$ cat src/rtl/tpac_pkg.sv
package tpac_pkg;

	localparam int unsigned SAMPLE_W   = 16;
	localparam int unsigned ANGLE_W    = 16;
	localparam int unsigned LIMIT_W    = 15;
	localparam int unsigned PROD_W     = SAMPLE_W + LIMIT_W;
	localparam int unsigned QUO_W      = LIMIT_W;
	localparam int unsigned DIV_STEPS  = 3;
	localparam int unsigned DIV_STAGES = QUO_W / DIV_STEPS;
	// prep, multiply, divider setup, divider stages, output register
	localparam int unsigned LATENCY    = DIV_STAGES + 4;

	typedef logic [2:0] reg_idx_t;
	localparam reg_idx_t REG_LOW    = 3'd0;
	localparam reg_idx_t REG_CENTER = 3'd1;
	localparam reg_idx_t REG_HIGH   = 3'd2;
	localparam reg_idx_t REG_LLIM   = 3'd3;
	localparam reg_idx_t REG_RLIM   = 3'd4;

	localparam logic [SAMPLE_W-1:0] LOW_RST    = 16'h0000;
	localparam logic [SAMPLE_W-1:0] CENTER_RST = 16'h8000;
	localparam logic [SAMPLE_W-1:0] HIGH_RST   = 16'hffff;
	localparam logic [QUO_W-1:0]    MAG_SAT    = 15'h7fff;

	typedef struct packed {
		logic [SAMPLE_W-1:0] low;
		logic [SAMPLE_W-1:0] center;
		logic [SAMPLE_W-1:0] high;
		logic [LIMIT_W-1:0]  left_limit;
		logic [LIMIT_W-1:0]  right_limit;
	} cfg_t;

	typedef struct packed {
		logic                neg;
		logic [SAMPLE_W-1:0] delta;
		logic [LIMIT_W-1:0]  limit;
		logic [SAMPLE_W-1:0] span;
	} prep_t;

	typedef struct packed {
		logic                neg;
		logic                zero;
		logic                sat;
		logic [SAMPLE_W-1:0] span;
		logic [SAMPLE_W-1:0] rem;
		logic [QUO_W-1:0]    dvd;
		logic [QUO_W-1:0]    quo;
	} div_t;

endpackage

$ cat src/rtl/tpac_prep.sv
module tpac_prep (
	input  logic                          clk,
	input  logic                          arst_n,
	input  logic                          vld,
	input  logic [tpac_pkg::SAMPLE_W-1:0] smp,
	input  tpac_pkg::cfg_t                cfg,
	output logic                          vld_s1,
	output tpac_pkg::prep_t               prep_s1
);
	import tpac_pkg::*;

	logic [SAMPLE_W-1:0] lo_clamp;
	logic [SAMPLE_W-1:0] clamped;
	logic                left;
	prep_t               nxt;

	always_comb begin
		lo_clamp  = (smp < cfg.low) ? cfg.low : smp;
		clamped   = (lo_clamp > cfg.high) ? cfg.high : lo_clamp;
		left      = clamped < cfg.center;
		nxt.neg   = !left;
		if (left) begin
			nxt.delta = cfg.center - clamped;
			nxt.limit = cfg.left_limit;
			nxt.span  = (cfg.center > cfg.low) ? cfg.center - cfg.low : '0;
		end else begin
			nxt.delta = clamped - cfg.center;
			nxt.limit = cfg.right_limit;
			nxt.span  = (cfg.high > cfg.center) ? cfg.high - cfg.center : '0;
		end
	end

	always_ff @(posedge clk or negedge arst_n) begin
		if (!arst_n) begin
			vld_s1 <= 1'b0;
		end else begin
			vld_s1 <= vld;
		end
	end

	always_ff @(posedge clk) begin
		prep_s1 <= nxt;
	end

endmodule

$ cat src/rtl/tpac_mul.sv
module tpac_mul (
	input  logic            clk,
	input  logic            arst_n,
	input  logic            vld_s1,
	input  tpac_pkg::prep_t prep_s1,
	output logic            vld_s3,
	output tpac_pkg::div_t  div_s3
);
	import tpac_pkg::*;

	logic                vld_s2;
	logic [PROD_W-1:0]   prod_s2;
	logic                neg_s2;
	logic [SAMPLE_W-1:0] span_s2;
	logic [SAMPLE_W-1:0] prod_hi;
	div_t                nxt;

	always_comb begin
		prod_hi  = prod_s2[PROD_W-1:QUO_W];
		nxt.neg  = neg_s2;
		nxt.zero = span_s2 == '0;
		// quotient would not fit in QUO_W bits
		nxt.sat  = prod_hi >= span_s2;
		nxt.span = span_s2;
		nxt.rem  = prod_hi;
		nxt.dvd  = prod_s2[QUO_W-1:0];
		nxt.quo  = '0;
	end

	always_ff @(posedge clk or negedge arst_n) begin
		if (!arst_n) begin
			vld_s2 <= 1'b0;
			vld_s3 <= 1'b0;
		end else begin
			vld_s2 <= vld_s1;
			vld_s3 <= vld_s2;
		end
	end

	always_ff @(posedge clk) begin
		prod_s2 <= PROD_W'(prep_s1.delta * prep_s1.limit);
		neg_s2  <= prep_s1.neg;
		span_s2 <= prep_s1.span;
		div_s3  <= nxt;
	end

endmodule

$ cat src/rtl/tpac_div_stage.sv
module tpac_div_stage #(
	parameter int unsigned STEPS = 3
) (
	input  logic           clk,
	input  logic           arst_n,
	input  logic           vld_i,
	input  tpac_pkg::div_t div_i,
	output logic           vld_o,
	output tpac_pkg::div_t div_o
);
	import tpac_pkg::*;

	div_t nxt;

	always_comb begin
		logic [SAMPLE_W:0]   trial;
		logic [SAMPLE_W-1:0] r;
		logic [QUO_W-1:0]    d;
		logic [QUO_W-1:0]    q;
		r = div_i.rem;
		d = div_i.dvd;
		q = div_i.quo;
		for (int i = 0; i < STEPS; i++) begin
			trial = {r, d[QUO_W-1]};
			d     = {d[QUO_W-2:0], 1'b0};
			if (trial >= {1'b0, div_i.span}) begin
				trial = trial - {1'b0, div_i.span};
				q     = {q[QUO_W-2:0], 1'b1};
			end else begin
				q     = {q[QUO_W-2:0], 1'b0};
			end
			r = trial[SAMPLE_W-1:0];
		end
		nxt     = div_i;
		nxt.rem = r;
		nxt.dvd = d;
		nxt.quo = q;
	end

	always_ff @(posedge clk or negedge arst_n) begin
		if (!arst_n) begin
			vld_o <= 1'b0;
		end else begin
			vld_o <= vld_i;
		end
	end

	always_ff @(posedge clk) begin
		div_o <= nxt;
	end

endmodule

$ cat src/rtl/three_point_angle_calibration.sv
// Maps one raw steering sample to a signed angle (positive left, negative right)
// from three calibration points and two limits. Fully pipelined: a sample is
// taken in every cycle that start is high (busy is always low), and its angle
// appears with a one-cycle done strobe from the output register, after prep,
// multiply, setup and a 15-bit restoring divider (5 stages of 3 quotient bits).
// Results cannot be held off, so capture angle whenever done is high.
// Calibration registers must only be written while no sample is in flight.
module three_point_angle_calibration #(
	parameter int unsigned SAMPLE_BITS = 16
) (
	input  logic                          clk,
	input  logic                          arst_n,
	input  logic                          start,
	output logic                          busy,
	input  logic [tpac_pkg::SAMPLE_W-1:0] sample,
	input  logic                          wr_en,
	input  tpac_pkg::reg_idx_t            wr_index,
	input  logic [tpac_pkg::SAMPLE_W-1:0] wr_data,
	output logic                          done,
	output logic signed [tpac_pkg::ANGLE_W-1:0] angle
);
	import tpac_pkg::*;

	localparam logic [SAMPLE_W-1:0] SAMPLE_MASK = SAMPLE_W'((33'd1 << SAMPLE_BITS) - 33'd1);

	cfg_t                cfg_q;
	logic                vld_s1;
	prep_t               prep_s1;
	logic                vld_s3;
	div_t                div_s3;
	logic                dvld [DIV_STAGES+1];
	div_t                ddat [DIV_STAGES+1];
	div_t                last;
	logic [QUO_W-1:0]    mag;
	logic [ANGLE_W-1:0]  mag_ext;

	assign busy = 1'b0;

	always_ff @(posedge clk or negedge arst_n) begin
		if (!arst_n) begin
			cfg_q.low         <= LOW_RST;
			cfg_q.center      <= CENTER_RST;
			cfg_q.high        <= HIGH_RST;
			cfg_q.left_limit  <= '0;
			cfg_q.right_limit <= '0;
		end else if (wr_en) begin
			case (wr_index)
				REG_LOW:    cfg_q.low         <= wr_data;
				REG_CENTER: cfg_q.center      <= wr_data;
				REG_HIGH:   cfg_q.high        <= wr_data;
				REG_LLIM:   cfg_q.left_limit  <= wr_data[LIMIT_W-1:0];
				REG_RLIM:   cfg_q.right_limit <= wr_data[LIMIT_W-1:0];
				default: ;
			endcase
		end
	end

	tpac_prep u_prep (
		.clk     (clk),
		.arst_n  (arst_n),
		.vld     (start && !busy),
		.smp     (sample & SAMPLE_MASK),
		.cfg     (cfg_q),
		.vld_s1  (vld_s1),
		.prep_s1 (prep_s1)
	);

	tpac_mul u_mul (
		.clk     (clk),
		.arst_n  (arst_n),
		.vld_s1  (vld_s1),
		.prep_s1 (prep_s1),
		.vld_s3  (vld_s3),
		.div_s3  (div_s3)
	);

	assign dvld[0] = vld_s3;
	assign ddat[0] = div_s3;

	for (genvar g = 0; g < DIV_STAGES; g++) begin : g_div
		tpac_div_stage #(
			.STEPS (DIV_STEPS)
		) u_div (
			.clk    (clk),
			.arst_n (arst_n),
			.vld_i  (dvld[g]),
			.div_i  (ddat[g]),
			.vld_o  (dvld[g+1]),
			.div_o  (ddat[g+1])
		);
	end

	always_comb begin
		last = ddat[DIV_STAGES];
		if (last.zero) begin
			mag = '0;
		end else if (last.sat) begin
			mag = MAG_SAT;
		end else begin
			mag = last.quo;
		end
		mag_ext = ANGLE_W'(mag);
	end

	always_ff @(posedge clk or negedge arst_n) begin
		if (!arst_n) begin
			done <= 1'b0;
		end else begin
			done <= dvld[DIV_STAGES];
		end
	end

	always_ff @(posedge clk) begin
		angle <= last.neg ? -mag_ext : mag_ext;
	end

endmodule

$ cat config.mk
export PLATFORM = sky130hd
export DESIGN_NAME = three_point_angle_calibration
export DESIGN_NICKNAME = d
export VERILOG_FILES = /design/src/rtl/tpac_pkg.sv /design/src/rtl/tpac_prep.sv /design/src/rtl/tpac_mul.sv /design/src/rtl/tpac_div_stage.sv /design/src/rtl/three_point_angle_calibration.sv
export SDC_FILE = /design/constraint.sdc
export NUM_CORES = 2
export LEC_CHECK = 0
export BUFFER_PORTS_ARGS = -buffer_cell sky130_fd_sc_hd__buf_2
export CORE_UTILIZATION = 35
export DETAILED_ROUTE_END_ITERATION = 8
export GPL_TIMING_DRIVEN = 0
export HOLD_SLACK_MARGIN = 0.12
export PLACE_DENSITY = 0.59
export SLEW_MARGIN = 0
export SYNTH_ARGS = -nofsm -noshare
export SYNTH_HDL_FRONTEND = slang
export SYNTH_SLANG_ARGS = --single-unit
$ cat constraint.sdc
create_clock -name clk -period 18.6 [get_ports clk]
set_input_delay 1.86 -clock clk [delete_from_list [all_inputs] [get_ports clk]]
set_output_delay 1.86 -clock clk [all_outputs]
set_load 0.005 [all_outputs]
* Word-level counts from Yosys, hierarchy flattened
Cells that the tools add are included.
W data, S select, Z words.
** Cells by class
- Add/subtract/negate cells :: 19
- $mul :: 1
- Div/mod/pow operators :: 0
- Order comparisons :: 21
- Equality and inequality tests :: 4
- Shift-type cells :: 0
- Mux-type cells :: 37
- Bitwise operators :: 0
- Reduce and logical (&&, ||, !) cells :: 8
** Operators with widths (count)
- $mux W16 :: 18
- $sub A16 B16 Y16 :: 18
- $ge A17 B16 Y1 :: 15
- $gt A16 B16 Y1 :: 3
- $mux W47 :: 1
- $mux W15 :: 3
- $lt A16 B16 Y1 :: 2
- $mul A16 B15 Y31 :: 1
- $ge A16 B16 Y1 :: 1
- $logic_not A16 Y1 :: 1
- $neg A15 Y16 :: 1
- $mux W1 :: 15
- $reduce_and A2 Y1 :: 5
- $eq A3 B2 Y1 const B :: 2
- $eq A3 B1 Y1 const B :: 1
- $eq A3 B3 Y1 const B :: 1
- $logic_not A3 Y1 :: 1
- $logic_not A1 Y1 :: 1
** Word-level totals
- Flip-flop bits (word level) :: 467
- Latch bits :: 0
- Memory bits (writable) :: 0
- Memory bits (read-only) :: 0
- Memories :: 0

* Logic depth before layout (Yosys ltp)
- Depth in word-level cells :: 6
- Mapped depth :: 36
- Mapped depth without buffers :: 31

* Hierarchy
From an unflattened synthesis, not the netlist that was laid out.
** Second synthesis, totals
- Cell total of the unflattened synthesis :: 4369
- Area total of the unflattened synthesis :: 40709.0 um2
** Modules (own cells, without submodules)
- tpac_mul :: instances 1, cells an instance 1090, area an instance 10471.3 um2, seq. area each 2011.9 um2
- tpac_div_stage at g_div[0].u_div ... :: instances 2, cells an instance 449, area an instance 4107.7 um2, seq. area each 1266.2 um2
- tpac_prep :: instances 1, cells an instance 730, area an instance 5455.2 um2, seq. area each 985.9 um2
- tpac_div_stage at g_div[4].u_div :: instances 1, cells an instance 448, area an instance 4285.4 um2, seq. area each 1266.2 um2
- tpac_div_stage at g_div[2].u_div :: instances 1, cells an instance 471, area an instance 4195.3 um2, seq. area each 1266.2 um2
- tpac_div_stage at g_div[3].u_div :: instances 1, cells an instance 440, area an instance 4141.5 um2, seq. area each 1266.2 um2
- three_point_angle_calibration :: instances 1, cells an instance 292, area an instance 3945.0 um2, seq. area each 2318.5 um2

* Worst setup path before layout
OpenSTA, ideal clock, no wires.
- Path kind :: input to register
- Start :: input sample[9] in the netlist's numbering
- End :: register u_prep.prep_s1[36] (netlist name)
- Arrival time :: 8.146 ns
- Path slack :: 10.324 ns
- Stages :: 32
- Path buffers :: 5
- Cells stage by stage :: ha_1 > a21o_1 > a21o_1 > a21oi_1 > o31ai_1 > o21ai_0 > o21ai_1 > clkbuf_1 > mux2_2 > ha_1 > a21o_1 > a21oi_1 > nor2b_1 > o21ai_0 > nand2b_1 > a21oi_1 > o21ai_0 > o21ai_1 > clkbuf_1 > mux2_2 > ha_1 > clkbuf_1 > a21oi_1 > o21ai_0 > o21bai_1 > a31oi_1 > a21oi_1 > clkbuf_1 > buf_1 > mux2i_1 > nand2_1 > xor2_1
** RTL lines
- start, declared :: RTL line three_point_angle_calibration.sv:15 : input logic [tpac_pkg::SAMPLE_W-1:0] sample,

==> results.json <==
{
  "fillers": 10720,
  "wl_per_cell_um": 17.66,
  "synth_most_common_cell": "ha_1",
  "synth_top_cell_by_area": "dfxtp_1",
  "cts_tree": "built",
  "final.setup_skew_ns": 0.02862,
  "io_pins": 57,
  "yosys.cell_types.count": 95,
  "fin_setup_tns_ns": 0,
  "slowest_delay_ns": 0.70,
  "synthesis.area_um2": 37200,
  "path_max_fanout": 10,
  "die_area_um2": 107600,
  "fmax_ghz": 0.09626,
  "io_buffers": 55,
  "cts-htree-levels": 2,
  "clk_latency_ns": 0.61,
  "worstHoldStart": "g_div[0].u_div.div_o[64]$_DFF_P_",
  "cts_made_buffers": 50,
  "nets": 4831,
  "postSynth.topFlopCell": "dfxtp_1",
  "start_kind": "primary input",
  "maxCapViolations": 0,
  "cp-end-kind": "flop",
  "cts_resized": 0,
  "min_path_type": "reg2reg",
  "rsz0062_at_grt": "false",
  "drive_gt1_frac": 0.1017,
  "startpoint": "sample[1]",
  "grt_max_degree": 54,
  "rr_startpoint": "g_div[1].u_div.div_o[47]$_DFF_P_",
  "start_util": 0.3533,
  "relSlewSlack": 0.3529,
  "ys_ff_latch": 467,
  "crit_type": "in2reg",
  "syn_area_per_cell_um2": 9.207,
  "coreArea_um2": 105300,
  "synth_area_leaders": "dfxtp_1 20%, ha_1 15%, fa_1 11%",
  "clockBufferDepth": 3,
  "drt-pass1-iter-count": 8,
  "yosysWarnings": 0,
  "crit_arrival_ns": 10.89,
  "cts.clk_slew.worst_paths_ns": 0.07,
  "rows": 119,
  "num_vias": 28960,
  "seq_area_frac_synth": 0.2636,
  "syn_nets": 4723,
  "cts_sinks": 467,
  "place.gp.congestion": 0.9147,
  "cts-root-buf": "clkbuf_16",
  "yosysTopAreaCellShare": 0.2045,
  "detail_route.wirelength_um": 98550,
  "synthCells": 4040,
  "postCtsSetupBuffers": 0,
  "grt_pass1_vias": 28740,
  "worst_slew_pin_slew_ns": 0.9641,
  "yosys-top-cells-count": "446 x ha_1, 411 x inv_1, 380 x dfxtp_1",
  "syn2layout_area_growth_pct": 10.23,
  "drv_slew": 0,
  "drt-vias-per-instance": 5.187,
  "fin_crit_sh": 0.5585,
  "synth_edf_count": 0,
  "ant_nets": 0,
  "die_h_um": 328.0,
  "die_w_um": 328.0,
  "drc": 0,
  "async_reset_ff_frac": 0.1863,
  "crit_required_ns": 19.10,
  "fin_crit_ns": 10.39,
  "grt_pass1_wl_um": 156400,
  "setup_viol": 0,
  "grt_use_total": 0.1829,
  "crit_slowest_cell": "a21oi_1",
  "status": "completed",
  "dp_hpwl_um": 80840,
  "grt_overflow": 0,
  "cts_hold_buf": 0,
  "drt_first_iter_violations": 1564,
  "finalHoldViolations": 0,
  "antenna_found_initial": 1
}
[flip-flops by register name, summed over array words and instances (netlist names), 5 cells and up]
name / cells
u_mul.prod_s2: 31
u_prep.prep_s1: 48
u_mul.div_s3: 50
u_mul.span_s2: 16
g_div.u_div.vld_o: 5
angle: 16
g_div.u_div.div_o: 218
cfg_q: 78
[metal layers]
layer  global-route usage  wire (µm)  vias to the layer above
met4              0.05800       3035                        0
met2               0.3093      46300                      636
met1               0.2409      45070                    13880
li1                     -          -                    14270
met3              0.02307       4149                      171
met5                    0          0                        -
[critical path, delay by kind of cell]
kind / cells / cell delay, ns
simple gates: 4 / 0.32
compound gates: 15 / 3.58
fa+ha+maj: 3 / 0.84
buf+inv: 6 / 2.92
mux: 3 / 1.33
[placed cells by master (no fill, tap or decap), drive strengths merged, types with 70 or more instances in the layout]
master / n
fa: 198
a21o: 121
dfrtp: 70
mux2: 203
nor2: 204
a21oi: 241
and2: 105
clkbuf: 155
xor2: 74
buf: 80
dfxtp: 380
nand2: 351
ha: 446
xnor2: 170
o21ai: 205
inv: 423
[final timing paths]
check                      depth (start not counted)  slack (ns)                          endpoint
setup / recovery                                  31        8.21        u_prep.prep_s1[26]$_DFF_P_
hold / removal                                     0        0.32  g_div[1].u_div.div_o[64]$_DFF_P_
setup reg to reg                                  34        8.65  g_div[2].u_div.div_o[32]$_DFF_P_
hold reg to reg                                    0        0.32  g_div[1].u_div.div_o[64]$_DFF_P_
max in group asynchronous                          2       16.55             cfg_q[30]$_DFFE_PN1P_
min in group asynchronous                          1        1.30              cfg_q[7]$_DFFE_PN0P_
[area by class of cell]
type | count | area, µm² | share of cell area
plain buffers | 110 | 491.7 | 0.01199
clock inverters | 25 | 339.1 | 0.008270
clock buffers | 69 | 1424 | 0.03473
inverters | 415 | 1558 | 0.03799
well taps | 1391 | 1740 | 0.04245
multi-input cells | 3048 | 25340 | 0.6181
repair buffers | 56 | 297.8 | 0.007263
flip-flops and latches | 467 | 9806 | 0.2392
diodes | 1 | 2.502 | 0.00006104
[cells by family (layout without fill, tap and decap cells)]
family / count (synthesis) / in the layout / share of synthesized area
muxes: 270 / 270 / 0.08029
adders and majority gates: 644 / 644 / 0.2566
other: 1 / 2 / 0.0001008
buffers and inverters: 525 / 675 / 0.05510
and+or+nand+nor: 1010 / 1010 / 0.1318
xor gates and xnor gates: 244 / 244 / 0.05745
AOI/OAI and AO/OA: 879 / 879 / 0.1550
DFF: 467 / 467 / 0.2636
[stage by stage]
| stage | utilization | cell area [µm²] | cells | worst slack, ns | hold WS [ns] |
|---|---|---|---|---|---|
| 2_1_floorplan | - | 37200 | 4040 | 10.32 | 0.3096 |
| 3_3_place_gp | 0.3725 | 39210 | 5486 | 7.692 | 0.3105 |
| 6_report | 0.3895 | 41000 | 5582 | 8.212 | 0.3170 |
| 3_5_place_dp | 0.3727 | 39230 | 5487 | 7.744 | 0.3121 |
| 5_1_grt | 0.3895 | 41000 | 5581 | 7.732 | 0.3288 |
| 4_1_cts | 0.3895 | 41000 | 5581 | 8.353 | 0.3191 |
Power is left out: the tool's default activity adds up to more than one toggle a clock period on the data nets, which glitch-free logic cannot reach.
